File: src/rotate_vector_about_axis_core_defines.svh
// Assertion macros for the rotate_vector_about_axis_core block.
// No dependencies; included by files that carry assertions.
`ifndef ROTATE_VECTOR_ABOUT_AXIS_CORE_DEFINES_SVH
`define ROTATE_VECTOR_ABOUT_AXIS_CORE_DEFINES_SVH
`ifndef NO_ASSERTIONS
`define RVAA_ASSERT_IMP(lbl, clk, rstn, ante, cons) \
    lbl: assert property (@(posedge clk) disable iff (!(rstn)) (ante) |-> (cons)) \
        else $error("rvaa assertion failed");
`define RVAA_ASSERT_NXT(lbl, clk, ante, cons) \
    lbl: assert property (@(posedge clk) (ante) |=> (cons)) \
        else $error("rvaa assertion failed");
`else
`define RVAA_ASSERT_IMP(lbl, clk, rstn, ante, cons)
`define RVAA_ASSERT_NXT(lbl, clk, ante, cons)
`endif
`endif

File: src/rvaa_pkg.sv
// Shared types, constants and the CORDIC angle table for the rotation block.
// No dependencies.
`timescale 1ns / 1ps
package rvaa_pkg;
    localparam int VecW   = 24;
    localparam int AxisW  = 18;
    localparam int AngW   = 16;
    localparam int ZW     = 32;
    localparam int TabLen = 24;
    localparam longint GainQ30 = 64'sd652032874;

    typedef struct packed {
        logic signed [VecW-1:0]  vec_x;
        logic signed [VecW-1:0]  vec_y;
        logic signed [VecW-1:0]  vec_z;
        logic signed [AxisW-1:0] axis_x;
        logic signed [AxisW-1:0] axis_y;
        logic signed [AxisW-1:0] axis_z;
    } t_geom;

    function automatic logic [ZW-1:0] atan_turn(input int idx);
        logic [ZW-1:0] v;
        case (idx)
            0:  v = 32'h20000000;
            1:  v = 32'h12E4051E;
            2:  v = 32'h09FB385B;
            3:  v = 32'h051111D4;
            4:  v = 32'h028B0D43;
            5:  v = 32'h0145D7E1;
            6:  v = 32'h00A2F61E;
            7:  v = 32'h00517C55;
            8:  v = 32'h0028BE53;
            9:  v = 32'h00145F2F;
            10: v = 32'h000A2F98;
            11: v = 32'h000517CC;
            12: v = 32'h00028BE6;
            13: v = 32'h000145F3;
            14: v = 32'h0000A2FA;
            15: v = 32'h0000517D;
            16: v = 32'h000028BE;
            17: v = 32'h0000145F;
            18: v = 32'h00000A30;
            19: v = 32'h00000518;
            20: v = 32'h0000028C;
            21: v = 32'h00000146;
            22: v = 32'h000000A3;
            23: v = 32'h00000051;
            default: v = '0;
        endcase
        return v;
    endfunction
endpackage

File: src/rvaa_cordic_cell.sv
// One rotation-mode CORDIC micro-rotation cell; carries the geometry alongside.
// Depends on rvaa_pkg.
`timescale 1ns / 1ps
module rvaa_cordic_cell #(
    parameter int SHIFT = 0,
    parameter int XW    = 18
) (
    input  logic                          i_clk,
    input  logic                          i_rst_n,
    input  logic                          i_en,
    input  logic                          i_valid,
    input  logic signed [XW-1:0]          i_x,
    input  logic signed [XW-1:0]          i_y,
    input  logic signed [rvaa_pkg::ZW-1:0] i_z,
    input  logic [1:0]                    i_quad,
    input  rvaa_pkg::t_geom               i_geom,
    output logic                          o_valid,
    output logic signed [XW-1:0]          o_x,
    output logic signed [XW-1:0]          o_y,
    output logic signed [rvaa_pkg::ZW-1:0] o_z,
    output logic [1:0]                    o_quad,
    output rvaa_pkg::t_geom               o_geom
);
    import rvaa_pkg::*;

    localparam logic signed [ZW-1:0] Atan = atan_turn(SHIFT);

    logic                  r_valid;
    logic signed [XW-1:0]  r_x, r_y, n_x, n_y;
    logic signed [ZW-1:0]  r_z, n_z;
    logic [1:0]            r_quad;
    t_geom                 r_geom;

    always_comb begin
        if (i_z >= 0) begin
            n_x = i_x - (i_y >>> SHIFT);
            n_y = i_y + (i_x >>> SHIFT);
            n_z = i_z - Atan;
        end else begin
            n_x = i_x + (i_y >>> SHIFT);
            n_y = i_y - (i_x >>> SHIFT);
            n_z = i_z + Atan;
        end
    end

    always_ff @(posedge i_clk) begin
        if (!i_rst_n) begin
            r_valid <= 1'b0;
        end else if (i_en) begin
            r_valid <= i_valid;
        end
        if (i_en) begin
            r_x    <= n_x;
            r_y    <= n_y;
            r_z    <= n_z;
            r_quad <= i_quad;
            r_geom <= i_geom;
        end
    end

    assign o_valid = r_valid;
    assign o_x     = r_x;
    assign o_y     = r_y;
    assign o_z     = r_z;
    assign o_quad  = r_quad;
    assign o_geom  = r_geom;
endmodule

File: config.mk
export PLATFORM = sky130hd
export DESIGN_NAME = rvaa_cordic_cell
export DESIGN_NICKNAME = d
export VERILOG_FILES = /design/src/rotate_vector_about_axis_core_defines.svh /design/src/rvaa_pkg.sv /design/src/rvaa_cordic_cell.sv
export SDC_FILE = /design/constraint.sdc
export NUM_CORES = 1
export LEC_CHECK = 0
export ABC_AREA = 1
export BUFFER_PORTS_ARGS = -buffer_cell sky130_fd_sc_hd__buf_4
export CAP_MARGIN = 20
export CORE_AREA = 5 5 152 154
export DETAILED_ROUTE_END_ITERATION = 16
export DIE_AREA = 0 0 157 159
export PLACE_DENSITY = 0.74
export SYNTH_ARGS = -nofsm -noshare
export SYNTH_HDL_FRONTEND = slang
export SYNTH_SLANG_ARGS = --single-unit
export TNS_END_PERCENT = 20
File: constraint.sdc
create_clock -name i_clk -period 4.65 [get_ports i_clk]
set_clock_uncertainty 0.1 [all_clocks]
set_input_delay 0.93 -clock i_clk [delete_from_list [all_inputs] [get_ports i_clk]]
set_output_delay 0.93 -clock i_clk [all_outputs]
set_load 0.01 [all_outputs]
Word-level counts from Yosys, hierarchy flattened. Cells that the tools add are included.

Muxes and demuxes: 3. Add/sub/neg operators: 5. Order comparisons: 1.

Operators with widths (count): 18-bit two-way mux (2); 18-bit subtractor (2); 32-bit by 31-bit adder with 32-bit output, second input constant (1); 32-bit by 1-bit >= comparator with 1-bit output, second input constant (1); 32-bit two-way mux (1); 32-bit by 31-bit subtractor with 32-bit output, second input constant (1); 18-bit adder (1).

Flip-flop bits (word level): 197. Output and inout bits: 197. Logic and storage cells: 20. Bits of input ports: 200.

Longest topological paths before layout.
Depth in word-level cells: 2. Mapped depth: 15.

Worst setup path after synthesis. No wires, ideal clock.

Path type: input-to-reg. Start: input i_x[0]. End: register r_x[16] (netlist: o_x[16]) (data pin). Setup slack: 2078 ps. Setup time: 253 ps. Arrival time: 2218 ps. Buffers on the path: 0. Stages on the path: 11. Cell sequence: inv_1 -> ha_1 -> fa_1 -> o21ai_1 -> nand2_1 -> nand2_2 -> nand2_1 -> nand2_1 -> nand2_1 -> nand3_1 -> nand2_1.

Longest elaborated chain between the ends: 2. Elaborated cells between the ends (all ways): 3. Classes of those cells: add/sub (2); mux (1).

Ends and longest elaborated chain: from (decl) (RTL line rvaa_cordic_cell.sv:12) `input logic signed [XW-1:0] i_x,`; 18-bit adder or 18-bit subtractor (tied branches) (RTL line rvaa_cordic_cell.sv:40, rvaa_cordic_cell.sv:36); 18-bit two-way mux * (RTL line rvaa_cordic_cell.sv:35) `if (i_z >= 0) begin`; via n_x[16] (RTL line rvaa_cordic_cell.sv:29) `logic signed [XW-1:0] r_x, r_y, n_x, n_y;`; to (signal assigned) (RTL line rvaa_cordic_cell.sv:53) `r_x <= n_x;`; to (decl) (RTL line rvaa_cordic_cell.sv:29).

Mark *: on every way through the listed nets, which the timed path passes. The rest lies on a longest branch. A chain may end at the register's enable or synchronous reset.

Worst setup path in the final report.
Start: input i_x[9]. End: register r_x[15] (netlist: o_x[15]) (data pin).

Same word-level chain as after synthesis.

==> metrics.yaml <==
synth.area.mux_share_pct: 0.109
max_freq_ghz: 0.383
final.min_clock_period_ns: 2.61
seq_area_frac_synth_pct: 64.0
slew_headroom_pct: 42.5
grt_usage_pct: 23.4
routabilityCongestion: 0.933
synthSimpleGateAreaFrac_pct: 15.5
path_cells: "buf_4 -> inv_1 -> ha_1 -> nand2_1 -> inv_1 -> a21oi_1 -> nor2_1 -> nor3_2 -> nand3_1 -> nand3_1 -> nand2_1"
synth_xor_area_share_pct: 1.72
path_buf_inv: 3
numCtsBuffers: 17
synth_warnings: 0
hold_slack_ns: 0.441
ctsHoldBuffers: 0
syn_nets: 1061
critPathCaptureType: "flip-flop"
drc: 0
syn_area_per_cell_um2: 11.4
dr.pass1.iters: 5
crit_type: "primary input to flip-flop"
diodes: 0
crit_family: "simple AND/OR/NAND/NOR gates"
ys_ff_latch: 196
cts_sinks: 196
drive_gt1_share_pct: 36.8
fin_nets: 1458
place_inst: 1464
routed_wl_um: 30400
clock_latency_ns: 0.43
vdd_drop_max_mv: 0.238
p_leak_nw: 6.04
slew_violations: 0
maxCapViolCount: 0
worst_ep_required_time_ns: 4.73
antenna_left: 0
finish.utilization_pct: 60.3
outcome: "completed"
setup_tns_ns: 0
critPathArrivalTime_ns: 2.69
cp-start-kind: "primary input"
synth_compound_area_share_pct: 5.24
grt_pass1_vias: 7187
postCtsSetupBuffers: 0
yosysTopAreaCell: "edfxtp_1"
syn_inst: 806
crit_fanout: 11
layout_worst_path_cycle_share_pct: 56.1
io_pins: 397
cts.clk_slew.worst_paths_ns: 0.08
place_hpwl_um: 24700
cts_root_buf: "clkbuf_16"
setup_viol: 0
tightest_slew_ns: 0.863
cts_resized: 0
post_drt_wl_per_cell_um: 20.3
first_iter_violations: 589
slowest_stage: "ha_1"
synth_area_leaders: "edfxtp_1, nand2_1, ha_1"
power_density_nw_per_um2: 358
numPortBuffers: 396
synthAdderAreaFrac_pct: 7.82
rows: 54
final_hold_viol_count: 0
cts_tree: "yes"
die_h_um: 159
grt_remaining_overflow: 0
synthesis.area_um2: 9190
grt_max_degree: 108
synth_cell_types: 32
synth_top_area_share_pct: 63.8
synth_top_family_by_area: "simple AND/OR/NAND/NOR gates"
die-width_um: 157
via_per_inst: 4.96
grt_pass1_wl_um: 43900
clock_path_buffers: 2
core_area_um2: 21600
slowest_delay_ns: 0.44
initial_core_util_pct: 42.6
hold_class: "flip-flop to flip-flop"
rsz0062_at_grt: "false"
area_delta_synth_final_pct: 41.6
die-area_um2: 25000
grt_antenna_before_repair: 0
vias: 7423
final_cells: 1496
h-tree-depth: 4
[where the power goes]
group          internal, mW  switching, mW  leakage (nW)  total [mW]
registers              2.13         0.0472          1.92        2.18
clock network         0.823          0.694         0.300        1.52
logic                 0.428          0.536          3.82       0.964
total                  3.38           1.28          6.04        4.66
[tightest hold or removal path: stages (launching register included)]
cell	delay (ns)
dfxtp_1	0.31
o21ai_0	0.15
a21oi_1	0.04
[sequential cells by signal, summed over array words and instances, names as in the netlist]
signal and cells:
o_geom 126, o_z 32, o_x 18, o_y 17, o_quad 2, o_valid 1
[synthesized netlist by cell type]
master	instances
o31ai_2	1
or2_1	1
o21ai_0	30
nor4_2	2
nand3_2	2
nor3_2	3
fa_1	4
edfxtp_1	195
buf_2	3
clkbuf_1	3
o21bai_1	6
o21ai_1	4
o22ai_1	1
a21o_1	4
o211ai_1	1
xnor2_1	3
and2_1	2
nand2_1	183
ha_1	51
mux2i_1	1
nand2_2	8
nand3_1	68
nor2_1	53
buf_4	9
inv_1	96
xor2_1	15
a21oi_1	42
nand4_1	5
nor4_1	1
dfxtp_1	1
nor2_2	2
buf_6	6
[metrics by stage]
| step | area [um^2] | power [mW] | setup slack, ns |
|---|---|---|---|
| 6_report | 13000 | 4.66 | 2.04 |
| 5_1_grt | 13000 | 4.85 | 1.90 |
| 4_1_cts | 13000 | 4.70 | 2.12 |
| 3_5_place_dp | 12400 | 3.19 | 1.66 |
| 3_3_place_gp | 12400 | 3.17 | 1.66 |
| 2_1_floorplan | 9190 | 2.64 | 2.08 |
[cells by family after synthesis]
kind of cell | after synthesis
buffers and inverters | 117
flip-flops | 196
XOR/XNOR | 18
AO/OA/AOI/OAI | 89
multiplexers | 1
adder cells (fa/ha/maj) | 55
AND/OR/NAND/NOR | 330
[layout by cell type, fill, tap and decap left out, types with 2 or more instances in the layout]
master     synthesis  final
o21bai_1           6      6
fa_1               4      4
o21ai_1            4      4
clkinv_4           0      2
xnor2_1            3      3
inv_8              0      5
a21o_1             4      4
clkbuf_16          0     17
xor2_1            15     15
nand4_1            5      5
nor4_2             2      2
nor2_2             2      2
nor3_2             3      3
nor2_1            53     53
edfxtp_1         195    195
buf_4              9    397
bufinv_16          0      2
a21oi_1           42     42
nand3_2            2      2
ha_1              51     51
nand3_1           68     68
inv_1             96     96
o21ai_0           30     30
nand2_2            8      8
and2_1             2      2
clkinv_8           0      2
nand2_1          183    183
[routing by layer]
layer	share of wire (%)	GRT usage (%)	up-vias
met5	0	0	-
met4	2.7	7.61	0
met3	8.1	6.01	39
met2	50	39.8	309
met1	39	29.2	3549
li1	-	-	3526
[cell type report]
| type | instances | area (um^2) |
|---|---|---|
| multi-input cells | 493 | 2790 |
| clock buffers | 18 | 429 |
| clock inverters | 14 | 188 |
| inverters | 96 | 360 |
| well taps | 280 | 350 |
| fillers | 1830 | 8550 |
| repair buffers | 399 | 3010 |
| flip-flops and latches | 196 | 5880 |
[path summary, 6_finish.rpt]
| kind | start | endpoint | slack (ns) | cells past startpoint |
|---|---|---|---|---|
| worst min register to register | o_valid$_SDFFE_PN0P_ | o_valid$_SDFFE_PN0P_ | 0.44 | 2 |
| worst max-delay path | i_x[9] | o_x[15]$_DFFE_PP_ | 2.04 | 11 |
| worst max register to register | o_valid$_SDFFE_PN0P_ | o_valid$_SDFFE_PN0P_ | 3.92 | 2 |
| worst min-delay path | o_valid$_SDFFE_PN0P_ | o_valid$_SDFFE_PN0P_ | 0.44 | 2 |
No activity file was read; power rests on OpenSTA's default activity.
